--- src/rtl/core/bgcd_pkg.sv ---
// Shared types and constants for the binary GCD block.
// Depends on nothing; every other file of the block imports it.
package bgcd_pkg;

   localparam int FIELD_W     = 32;
   localparam int QUEUE_DEPTH = 2;
   localparam int QPTR_W      = $clog2(QUEUE_DEPTH);
   localparam int QCNT_W      = $clog2(QUEUE_DEPTH + 1);

   typedef struct packed {
      logic               trivial;
      logic [FIELD_W-1:0] opa;
      logic [FIELD_W-1:0] opb;
   } job_type;

   typedef struct packed {
      logic empty;
      logic full;
   } qstat_type;

   typedef enum logic [1:0] {
      ST_IDLE,
      ST_COMMON,
      ST_REDUCE,
      ST_SCALE
   } back_state_type;

endpackage

--- src/rtl/core/bgcd_front.sv ---
// Front end: masks the operands of an accepted word and flags the zero cases.
// Depends on bgcd_pkg.
module bgcd_front #(
   parameter int WIDTH = 32
) (
   input  logic                            start,
   input  logic [bgcd_pkg::FIELD_W-1:0]    req_operand_a,
   input  logic [bgcd_pkg::FIELD_W-1:0]    req_operand_b,
   input  bgcd_pkg::qstat_type             qstat,
   output logic                            push,
   output bgcd_pkg::job_type               job
);
   import bgcd_pkg::*;

   localparam int KEEP = (WIDTH < FIELD_W) ? WIDTH : FIELD_W;
   localparam logic [FIELD_W-1:0] IN_MASK = {FIELD_W{1'b1}} >> (FIELD_W - KEEP);

   logic [FIELD_W-1:0] opa;
   logic [FIELD_W-1:0] opb;

   always_comb begin
      opa         = req_operand_a & IN_MASK;
      opb         = req_operand_b & IN_MASK;
      job.opa     = opa;
      job.opb     = opb;
      job.trivial = (opa == '0) || (opb == '0);
      push        = start && !qstat.full;
   end

endmodule

--- src/rtl/core/bgcd_queue.sv ---
// Two-entry queue that decouples the front end from the iterating back end.
// Depends on bgcd_pkg.
module bgcd_queue (
   input  logic                 clock,
   input  logic                 reset,
   input  logic                 push,
   input  bgcd_pkg::job_type    push_job,
   input  logic                 pop,
   output bgcd_pkg::job_type    pop_job,
   output bgcd_pkg::qstat_type  qstat
);
   import bgcd_pkg::*;

   job_type            mem [QUEUE_DEPTH];
   logic [QPTR_W-1:0]  wr_ptr_ff;
   logic [QPTR_W-1:0]  wr_ptr_in;
   logic [QPTR_W-1:0]  rd_ptr_ff;
   logic [QPTR_W-1:0]  rd_ptr_in;
   logic [QCNT_W-1:0]  count_ff;
   logic [QCNT_W-1:0]  count_in;

   always_comb begin
      wr_ptr_in = wr_ptr_ff;
      rd_ptr_in = rd_ptr_ff;
      count_in  = count_ff;
      if (push) begin
         wr_ptr_in = (wr_ptr_ff == QPTR_W'(QUEUE_DEPTH - 1)) ? '0 : wr_ptr_ff + 1'b1;
      end
      if (pop) begin
         rd_ptr_in = (rd_ptr_ff == QPTR_W'(QUEUE_DEPTH - 1)) ? '0 : rd_ptr_ff + 1'b1;
      end
      if (push && !pop) begin
         count_in = count_ff + 1'b1;
      end else if (pop && !push) begin
         count_in = count_ff - 1'b1;
      end
      qstat.empty = (count_ff == '0);
      qstat.full  = (count_ff == QCNT_W'(QUEUE_DEPTH));
      pop_job     = mem[rd_ptr_ff];
   end

   always_ff @(posedge clock) begin
      if (push) begin
         mem[wr_ptr_ff] <= push_job;
      end
   end

   always_ff @(posedge clock) begin
      if (reset) begin
         wr_ptr_ff <= '0;
         rd_ptr_ff <= '0;
         count_ff  <= '0;
      end else begin
         wr_ptr_ff <= wr_ptr_in;
         rd_ptr_ff <= rd_ptr_in;
         count_ff  <= count_in;
      end
   end

endmodule

--- src/rtl/core/bgcd_back.sv ---
// Back end: runs Stein's iteration one shift or subtract per cycle and strobes the result.
// Depends on bgcd_pkg.
module bgcd_back #(
   parameter int WIDTH = 32
) (
   input  logic                          clock,
   input  logic                          reset,
   input  bgcd_pkg::qstat_type           qstat,
   input  bgcd_pkg::job_type             pop_job,
   output logic                          pop,
   output logic                          rsp_valid,
   output logic [bgcd_pkg::FIELD_W-1:0]  rsp_divisor
);
   import bgcd_pkg::*;

   localparam int CNT_W = $clog2(WIDTH);

   back_state_type      state_ff;
   back_state_type      state_in;
   logic [WIDTH-1:0]    x_ff;
   logic [WIDTH-1:0]    x_in;
   logic [WIDTH-1:0]    y_ff;
   logic [WIDTH-1:0]    y_in;
   logic [CNT_W-1:0]    cnt_ff;
   logic [CNT_W-1:0]    cnt_in;
   logic                rsp_valid_ff;
   logic                rsp_valid_in;
   logic [FIELD_W-1:0]  rsp_divisor_ff;
   logic [FIELD_W-1:0]  rsp_divisor_in;
   logic                x_ge_y;
   logic [WIDTH-1:0]    diff;

   always_comb begin
      state_in       = state_ff;
      x_in           = x_ff;
      y_in           = y_ff;
      cnt_in         = cnt_ff;
      rsp_valid_in   = 1'b0;
      rsp_divisor_in = rsp_divisor_ff;
      pop            = 1'b0;
      x_ge_y         = (x_ff >= y_ff);
      diff           = x_ge_y ? (x_ff - y_ff) : (y_ff - x_ff);
      unique case (state_ff)
         ST_IDLE: begin
            if (!qstat.empty) begin
               pop    = 1'b1;
               cnt_in = '0;
               if (pop_job.trivial) begin
                  x_in     = '0;
                  y_in     = WIDTH'(pop_job.opa | pop_job.opb);
                  state_in = ST_SCALE;
               end else begin
                  x_in     = WIDTH'(pop_job.opa);
                  y_in     = WIDTH'(pop_job.opb);
                  state_in = ST_COMMON;
               end
            end
         end
         ST_COMMON: begin
            if (x_ff[0] || y_ff[0]) begin
               state_in = ST_REDUCE;
            end else begin
               x_in   = x_ff >> 1;
               y_in   = y_ff >> 1;
               cnt_in = cnt_ff + 1'b1;
            end
         end
         ST_REDUCE: begin
            priority if (x_ff == '0) begin
               state_in = ST_SCALE;
            end else if (!x_ff[0] || !y_ff[0]) begin
               if (!x_ff[0]) begin
                  x_in = x_ff >> 1;
               end
               if (!y_ff[0]) begin
                  y_in = y_ff >> 1;
               end
            end else if (x_ge_y) begin
               x_in = diff >> 1;
            end else begin
               y_in = diff >> 1;
            end
         end
         ST_SCALE: begin
            if (cnt_ff != '0) begin
               y_in   = y_ff << 1;
               cnt_in = cnt_ff - 1'b1;
            end else begin
               rsp_valid_in   = 1'b1;
               rsp_divisor_in = FIELD_W'(y_ff);
               state_in       = ST_IDLE;
            end
         end
         default: begin
            state_in = ST_IDLE;
         end
      endcase
      rsp_valid   = rsp_valid_ff;
      rsp_divisor = rsp_divisor_ff;
   end

   always_ff @(posedge clock) begin
      if (reset) begin
         state_ff     <= ST_IDLE;
         rsp_valid_ff <= 1'b0;
      end else begin
         state_ff     <= state_in;
         rsp_valid_ff <= rsp_valid_in;
      end
   end

   always_ff @(posedge clock) begin
      x_ff           <= x_in;
      y_ff           <= y_in;
      cnt_ff         <= cnt_in;
      rsp_divisor_ff <= rsp_divisor_in;
   end

endmodule

--- src/rtl/core/binary_gcd.sv ---
// Top level of the binary GCD block: front end, two-word queue and iterating back end.
// Depends on bgcd_pkg, bgcd_front, bgcd_queue and bgcd_back.
//
//   Channel   Handshake               Payload
//   request   start, busy             req_operand_a, req_operand_b
//   result    rsp_valid (one cycle)   rsp_divisor
//
// A word is taken when start is high and busy is low; busy is high while the queue holds two words.
// The back end loads a word, halves both operands once per common factor of two, then strips
// factors of two and subtracts until one operand is zero, scales the result back up by one shift
// per common factor and presents it.
// Zero operands skip the iteration; the nonzero operand, or zero, is presented directly.
// Reset is synchronous and empties the queue and the back end.
// The result strobe lasts one cycle; the receiver cannot hold it off.
module binary_gcd #(
   parameter int WIDTH = 32
) (
   input  logic                          clock,
   input  logic                          reset,
   input  logic                          start,
   output logic                          busy,
   input  logic [bgcd_pkg::FIELD_W-1:0]  req_operand_a,
   input  logic [bgcd_pkg::FIELD_W-1:0]  req_operand_b,
   output logic                          rsp_valid,
   output logic [bgcd_pkg::FIELD_W-1:0]  rsp_divisor
);
   import bgcd_pkg::*;

   qstat_type  qstat;
   job_type    push_job;
   job_type    pop_job;
   logic       push;
   logic       pop;

   assign busy = qstat.full;

   bgcd_front #(
      .WIDTH(WIDTH)
   ) u_front (
      .start         (start),
      .req_operand_a (req_operand_a),
      .req_operand_b (req_operand_b),
      .qstat         (qstat),
      .push          (push),
      .job           (push_job)
   );

   bgcd_queue u_queue (
      .clock    (clock),
      .reset    (reset),
      .push     (push),
      .push_job (push_job),
      .pop      (pop),
      .pop_job  (pop_job),
      .qstat    (qstat)
   );

   bgcd_back #(
      .WIDTH(WIDTH)
   ) u_back (
      .clock       (clock),
      .reset       (reset),
      .qstat       (qstat),
      .pop_job     (pop_job),
      .pop         (pop),
      .rsp_valid   (rsp_valid),
      .rsp_divisor (rsp_divisor)
   );

endmodule

--- config.mk ---
export PLATFORM = sky130hd
export DESIGN_NAME = binary_gcd
export DESIGN_NICKNAME = d
export VERILOG_FILES = /design/src/rtl/core/bgcd_pkg.sv /design/src/rtl/core/bgcd_front.sv /design/src/rtl/core/bgcd_queue.sv /design/src/rtl/core/bgcd_back.sv /design/src/rtl/core/binary_gcd.sv
export SDC_FILE = /design/constraint.sdc
export NUM_CORES = 1
export LEC_CHECK = 0
export ABC_AREA = 1
export ABC_CLOCK_PERIOD_IN_PS = 5750
export BUFFER_PORTS_ARGS = -buffer_cell sky130_fd_sc_hd__buf_2
export CELL_PAD_IN_SITES_DETAIL_PLACEMENT = 1
export CELL_PAD_IN_SITES_GLOBAL_PLACEMENT = 2
export CORE_MARGIN = 10
export CORE_UTILIZATION = 33
export DETAILED_ROUTE_END_ITERATION = 12
export PLACE_DENSITY_LB_ADDON = 0.1
export SLEW_MARGIN = 20
export SYNTH_ARGS = -nofsm -noshare
export SYNTH_HDL_FRONTEND = slang
export SYNTH_SLANG_ARGS = --single-unit
--- constraint.sdc ---
create_clock -name clock -period 5.75 [get_ports clock]
set_input_delay 1.15 -clock clock [delete_from_list [all_inputs] [get_ports clock]]
set_output_delay 1.15 -clock clock [all_outputs]
set_load 0.02 [all_outputs]
Word level (Yosys, flattened, before mapping) --
Memory sizes are Yosys's and may differ from the RTL's. A register that Yosys moved wholly into a read port is not among the register bits. Cells that the tools add are included.
Cells by class: add/sub/neg operators 8, order comparisons 1, equal/unequal tests 15, multiplexer cells 39, bitwise logic cells 3, reductions and logical operators 28
Operators by type and width (count):
- 32-bit 2-to-1 mux | 16
- 32-bit one-hot mux with 4 select lines | 1
- 32-bit logical NOT | 3
- 32-bit one-hot mux with 3 select lines | 1
- 32-bit subtractor | 2
- 32-bit >= comparator | 1
- 32-bit bitwise OR | 1
- 5-bit 2-to-1 mux | 3
- 5-bit one-hot mux with 3 select lines | 1
- 2-bit 2-to-1 mux | 7
- 6-bit AND reduction | 2
- 5-bit AND reduction | 2
- 1-bit 2-to-1 mux | 9
- 3-bit != test, second input constant | 3
- 2-bit != test, second input constant | 4
- 2-bit one-hot mux with 4 select lines | 1
- 4-bit AND reduction | 2
- 2-bit equality test, second input constant | 3
- 2-bit by 1-bit != test with 1-bit output, second input constant | 3
- 3-bit nonzero test | 2
- 5-bit by 1-bit adder with 5-bit output, second input constant | 1
- 1-bit logical NOT | 5
- 5-bit nonzero test | 1
- 5-bit by 1-bit subtractor with 5-bit output, second input constant | 1
- 12 further kinds | 19
Storage, ports and cells: register bits after elaboration 108, memory bits (writable) 130, bits of input ports 67, output and inout port bits 34, memories kept 1
Memories:
- u_queue.mem | words 2, width 65, read ports 1, clocked after Yosys merged registers in 1, wr ports 1, line bgcd_queue.sv:14 | job_type mem [QUEUE_DEPTH];

Depth between registers and ports, before layout --
Gate-level depths: netlist of the first run.
word-level depth 7, depth in mapped cells 20, mapped depth without buffers 19

Modules after synthesis --
Synthesis of the first run repeated with hierarchy kept, for this count alone.
Unflattened totals: cells, all modules 2049, area total of the unflattened synthesis 16731.0 um2
By module, submodules not included:
- bgcd_back | times used 1, cells each 1671, area each 10802.9 um2, sequential area each 3093.0 um2
- bgcd_queue | times used 1, cells each 235, area each 5122.4 um2, sequential area each 4003.8 um2
- bgcd_front | times used 1, cells each 143, area each 805.8 um2, sequential area each 0.0 um2

Least setup slack after synthesis of the first run --
OpenSTA, ideal clock, no wires.
path type flip-flop to flip-flop, start point register u_back.x_ff[0], end point register u_back.y_ff[10], enable pin, library setup time 0.497 ns, arrival time 5.410 ns, required time 5.253 ns, setup slack -0.157 ns, stages on the path, launching flop included 16, buffers on the path 2, cells stage by stage edfxtp_1 inv_1 clkbuf_1 ha_1 inv_1 fa_1 nand3_1 nand3_1 nand2_1 nand2_1 nand2_1 nand3_2 a21oi_2 buf_2 nor3_1 nor4_1
On the way: cells in the longest elaborated chain, start to end 4, elaborated cells between the ends (all ways) 10, those cells by class order compare (1); eq/ne (4); reduce/logical (5)
RTL lines:
- start, declared | line bgcd_back.sv:20 | logic [WIDTH-1:0] x_ff;
- start signal, assigned | line bgcd_back.sv:113 | x_ff <= x_in;
- parallel branches: the longest is 3 deep, another holds 32-bit >= comparator
- 6-bit AND reduction (no line) *
- end signal, assigned | line bgcd_back.sv:114 | y_ff <= y_in;
- end, declared | line bgcd_back.sv:22 | logic [WIDTH-1:0] y_ff;
Every way passes the cells marked *. A chain may end at the register's enable or synchronous reset.

Worst setup path after layout of the first run --
start point register u_back.x_ff[0], end point register u_back.y_ff[21], enable pin
Same word-level chain as after synthesis.

==> run metrics, run 1 <==
vias in the first global route=14900; overall routing resource usage=between 20% and 30%; vias=14700; hpwl dp=48.5 mm; fmax=approximately 230 MHz; Post-Route Skew=between 0.03 and 0.04 ns; Placer Congestion=0.916; row count=80; Final #Nets=2426; Synth Net Count=2351; Layout area overhead=12.7%; Vias/cell=5.03; largest net degree at the start of global routing=67; crit path DAT=4.50 ns; final-report hold violation count=0; Most used DFF post-synth=edfxtp_1; Final Max Tran Viols=0; total length of routed wires=61.7 mm; Synth top cells by count=nand2_1, inv_1, edfxtp_1; Antenna Nets Post-Route=0; clock slew at reported path FFs=~0.06 ns; post-synth top area cell=edfxtp_1; hold crit path type=reg2reg; area occupied by multi-input gates=7540 um2; Top Ports=101; Seq cells post-synth=239; Avg Cell Area, Syn=7.29 um2; # setup viols final=0; number of remaining DRC errors=0; clk buf depth=3; post-synth top area share=43.1%; per-cell routed wire length=21.1 um; core footprint=47900 um2; share of cells above drive strength 1=around 8.4%; DRT Pass-1 Iters=8; post-CTS setup buffer count=0; Post-synth ARST share=0%; worst slew pin tran=1.00 ns; Fill cells=5984; total die area=58000 um2; post-synthesis instance total=between 2000 and 2500; hold_buf cts=0; post_cts resized=0; Crit Path Category=reg2reg; CTS Root Cell=clkbuf_16; setup tns final=0 ns; synth unique cells=39; port buffer count=100; minimum clock period=4.28 ns; total of max-cap violations=0; CP startpoint kind=register; Synth Warn #=0; worst skew pair latency=0.59 ns; first-pass GRT wire length=~93 mm; Synth area leaders=edfxtp_1, nand2_1, inv_1; CTS Buf Count=29; starting density of the core=33.6%; Overflow after GRT=0; Post-synth EDFFs=between 200 and 250; Num Clock Sinks=239; Slew headroom=33.1%; RSZ-0062 raised after global routing=false; CTS H-Tree Depth=1; outcome=completed; Worst Path Required=just under 6 ns; Reg area=7100 um2; Die W=241 um; peak fanout along the critical path=21; top-count cell post-synth=nand2_1; initial antenna violation count=0; Final period util=between 70 and 80%; CTS tree=yes; Starting DRT DRC Count=1038; antenna diode count=0; register area share after synthesis=44.1%; mapped cell area=16100 um2; Critical Path Sink Type=register; Die Ht=241 um
## sequential cells by signal (all words and copies together) (netlist names), named ones only
signal,flops
u_queue.rd_ptr_ff,1
u_queue.count_ff,2
u_back.rsp_divisor,32
u_back.state_ff,2
u_back.y_ff,32
u_queue.wr_ptr_ff,1
u_back.rsp_valid,1
u_queue.mem,130
u_back.x_ff,32
u_back.cnt_ff,5
## worst max-delay path: stages, from the launching register on
cell,delay (ns)
edfxtp_1,0.62
inv_1,0.69
ha_1,0.31
inv_1,0.12
fa_2,0.40
nand3_1,0.10
nand3_1,0.15
nand2_1,0.09
nand2_1,0.09
nand2_1,0.11
nand3_2,0.09
a21oi_2,0.17
buf_4,0.19
nor3_1,0.08
nor4_2,0.29
buf_4,0.37
## layout make-up
type | instances | area share, %
repair buffers | 119 | 3.54
multi-input cells | 1575 | 41.6
clock inverters | 19 | 0.807
inverters | 319 | 6.61
well taps | 615 | 4.24
flip-flops and latches | 239 | 39.1
clock buffers | 34 | 4.10
## layout by cell type (no fill, tap or decap), drive strengths merged
| cell | count |
|---|---|
| fa | 3 |
| o211ai | 2 |
| nand4 | 20 |
| xor2 | 19 |
| ha | 73 |
| clkinvlp | 3 |
| mux2i | 2 |
| and2 | 2 |
| a21oi | 113 |
| edfxtp | 231 |
| o31ai | 1 |
| o22ai | 33 |
| o21ai | 69 |
| xnor2 | 7 |
| clkbuf | 34 |
| nor4 | 27 |
| or3 | 1 |
| nand2 | 889 |
| a211oi | 1 |
| clkinv | 17 |
| and3 | 1 |
| o221ai | 1 |
| buf | 119 |
| nor3 | 11 |
| a31oi | 1 |
| bufinv | 1 |
| dfxtp | 8 |
| o21bai | 6 |
| nor2 | 146 |
| inv | 317 |
| nand3b | 9 |
| nand3 | 138 |
## path summary, 6_finish.rpt
| path | from | end | slack, ns | depth (start not counted) |
|---|---|---|---|---|
| worst max-delay path | u_back.x_ff[0]$_DFFE_PP_ | u_back.y_ff[21]$_DFFE_PP_ | 1.47 | 15 |
| worst min register to register | u_queue.rd_ptr_ff$_SDFFE_PP0P_ | register | 0.46 | 1 |
| worst min-delay path | u_queue.rd_ptr_ff$_SDFFE_PP0P_ | register | 0.46 | 1 |
| worst max register to register | u_back.x_ff[0]$_DFFE_PP_ | u_back.y_ff[21]$_DFFE_PP_ | 1.47 | 15 |
## logic make-up (layout without fill, tap and decap cells)
kind of cell | count (synthesis) | in the layout | synth area share (%)
compound gates | 227 | 227 | 7.52
xor+xnor | 26 | 26 | 1.41
fa+ha+maj | 76 | 76 | 6.04
buf+inv | 394 | 491 | 9.40
flops | 239 | 239 | 44.1
mux | 2 | 2 | 0.124
simple gates | 1244 | 1244 | 31.4
## stage by stage
| stage | instance area [um2] | utilization (%) | worst slack, ns | hold WS, ns | std cells |
|---|---|---|---|---|---|
| 2_1_floorplan | 16100 | - | 0.0589 | 0.425 | 2208 |
| 3_3_place_gp | 17200 | 36.0 | 1.60 | 0.429 | 2867 |
| 3_5_place_dp | 17200 | 36.0 | 1.49 | 0.454 | 2867 |
| 4_1_cts | 18100 | 37.8 | 1.44 | 0.461 | 2920 |
| 5_1_grt | 18100 | 37.8 | 1.12 | 0.485 | 2920 |
| 6_report | 18100 | 37.8 | 1.47 | 0.457 | 2920 |
## per-layer routing
| layer | track usage (%) | vias up | routed length [um] |
|---|---|---|---|
| met5 | 0 | - | 0 |
| met4 | 3.79 | 0 | 939 |
| met3 | 2.61 | 53 | 3090 |
| met2 | 31.9 | 327 | 26400 |
| met1 | 31.8 | 7070 | 31400 |
| li1 | - | 7241 | - |
Power of run 1 is not shown: default switching activity piles up to over one toggle a cycle in this logic, so the estimate is an artifact.
==> run 2: changes to the inputs <==
ABC_CLOCK_PERIOD_IN_PS = 3900   (was 5750)
clock period = 3.9 ns   (was 5.75 ns; I/O delays follow)
==> run metrics, run 2 (synthesis gave the netlist of run 1 again) <==
worst reg2reg startpoint=u_back.y_ff[5]$_DFFE_PP_; Worst Setup SP=u_back.y_ff[5]$_DFFE_PP_; placed insts=2882 (+0.52%); post-CTS setup buffer count=0 (unchanged); initial antenna violation count=1 (+1); Antenna Nets Post-Route=0 (unchanged); row count=80 (unchanged); Worst Path Required=4.13 ns (-1.84 ns); total die area=58000 um2 (unchanged); overall routing resource usage=22.0% (+0.85 points); vias=14800 (+0.63%); crit-path cells=inv_1 > ha_1 > nand2_1 > nand2_1 > a21oi_1 > nand2_2 > nand2_2 > nand3_2 > a21oi_2 > nor3_2 > nor4_2 > buf_4; number of flip-flops under the largest register name=130 (unchanged); setup tns final=0 ns (unchanged); crit path DAT=3.61 ns (-0.89 ns); total of max-cap violations=0 (unchanged); CP peak stage delay=0.47 ns (-0.22 ns); Starting DRT DRC Count=982 (-5.4%); total length of routed wires=64.2 mm (+3.9%); vias in the first global route=15300 (+3.0%); delay-heaviest family, CP=simple AND/OR/NAND/NOR gates; DRT Pass-1 Iters=5 (-3); Placer Congestion=0.936 (+2.1%); minimum clock period=3.38 ns (-0.894 ns); share of cells above drive strength 1=9.44% (+1.0 points); starting density of the core=33.6% (unchanged); Critical Path Sink Type=register; Final Non-Filler Cells=2934 (+0.48%); core footprint=47900 um2 (unchanged); largest net degree at the start of global routing=66 (-1.5%); CTS tree=yes; CTS Buf Count=28 (-3.4%); most frequent cells in the layout=nand2_1, inv_1, edfxtp_1; first-pass GRT wire length=96.7 mm (+3.5%); antenna diode count=0 (unchanged); Die Ht=241 um (unchanged); per-cell routed wire length=21.9 um (+3.4%); Worst path slowest cell=a21oi_2; Overflow after GRT=0 (unchanged); fmax=295 MHz (+26%); hold crit path type=in2reg; post_cts resized=0 (unchanged); Die W=241 um (unchanged); largest register by flop count=u_queue.mem; CTS H-Tree Depth=1 (unchanged); crit path buf inv count=2 (-2); Post-Route Skew=0.0195 ns (-0.0171 ns); port buffer count=100 (unchanged); outcome=completed; Vias/cell=5.04 (+0.15%); hold_buf cts=0 (unchanged); Final period util=86.8% (+12 points); Final Max Tran Viols=0 (unchanged); CP startpoint kind=register; commonest non-fill, non-tap cell in the layout=nand2_1; Final #Nets=2440 (+0.58%); worst slew pin tran=1.03 ns (+0.0271 ns); Layout area overhead=14.3%; clk buf depth=3 (unchanged); clock slew at reported path FFs=0.06 ns (about the same); final-report hold violation count=0 (unchanged); CTS Root Cell=clkbuf_16; Fill cells=5969 (-0.25%); hpwl dp=50.6 mm (+4.2%); # setup viols final=0 (unchanged); peak fanout along the critical path=19 (-9.5%); Crit Path Category=reg2reg; Top Ports=101 (unchanged); Num Clock Sinks=239 (unchanged); RSZ-0062 raised after global routing=false; Slew headroom=31.4% (-1.7 points); number of remaining DRC errors=0 (unchanged); hold wc startpoint=reset; worst skew pair latency=0.56 ns (-0.03 ns)
run 2: changes by cell type in the layout (fill, tap and decap cells not counted), moves of 3 or more:
cell / previous run / this run
buf_12: 0 / 3
clkinv_1: 8 / 4
buf_4: 19 / 31
clkinv_2: 6 / 2
run 2: worst paths after layout:
check / to / slack [ns] / cells past startpoint
worst min register to register: register / 0.45 / 1
worst min-delay path: u_back.rsp_valid$_SDFF_PP0_ / 0.42 / 2
worst max-delay path: u_back.y_ff[5]$_DFFE_PP_ / 0.52 / 12
worst max register to register: u_back.y_ff[5]$_DFFE_PP_ / 0.52 / 12
run 2: layout make-up:
| class | instances | area [um2] | area share (%) |
|---|---|---|---|
| flip-flops and latches | 239 | 7100 | 38.6 |
| multi-input cells | 1575 | 7580 | 41.2 |
| inverters | 319 | 1200 | 6.51 |
| clock buffers | 34 | 764 | 4.15 |
| well taps | 615 | 769 | 4.18 |
| clock inverters | 18 | 204 | 1.11 |
| repair buffers | 134 | 793 | 4.31 |
run 2: stage by stage:
stage	worst slack [ns]	utilization (%)	hold slack, ns	cell area (um2)
6_report	0.516	38.4	0.421	18400
5_1_grt	0.284	38.4	0.402	18400
4_1_cts	0.489	38.4	0.390	18400
3_5_place_dp	0.522	36.4	0.446	17400
3_3_place_gp	0.515	36.4	0.426	17400
2_1_floorplan	-1.73	-	0.425	16200
run 2: metal layers:
metal	GRT usage, %	vias to the layer above	share of wire, %
met5	0	-	0.020
met4	4.93	2	2.2
met3	3.49	69	5.1
met2	34.3	313	44
met1	31.3	7137	49
li1	-	7263	-
Power of run 2 is left out for the same reason.
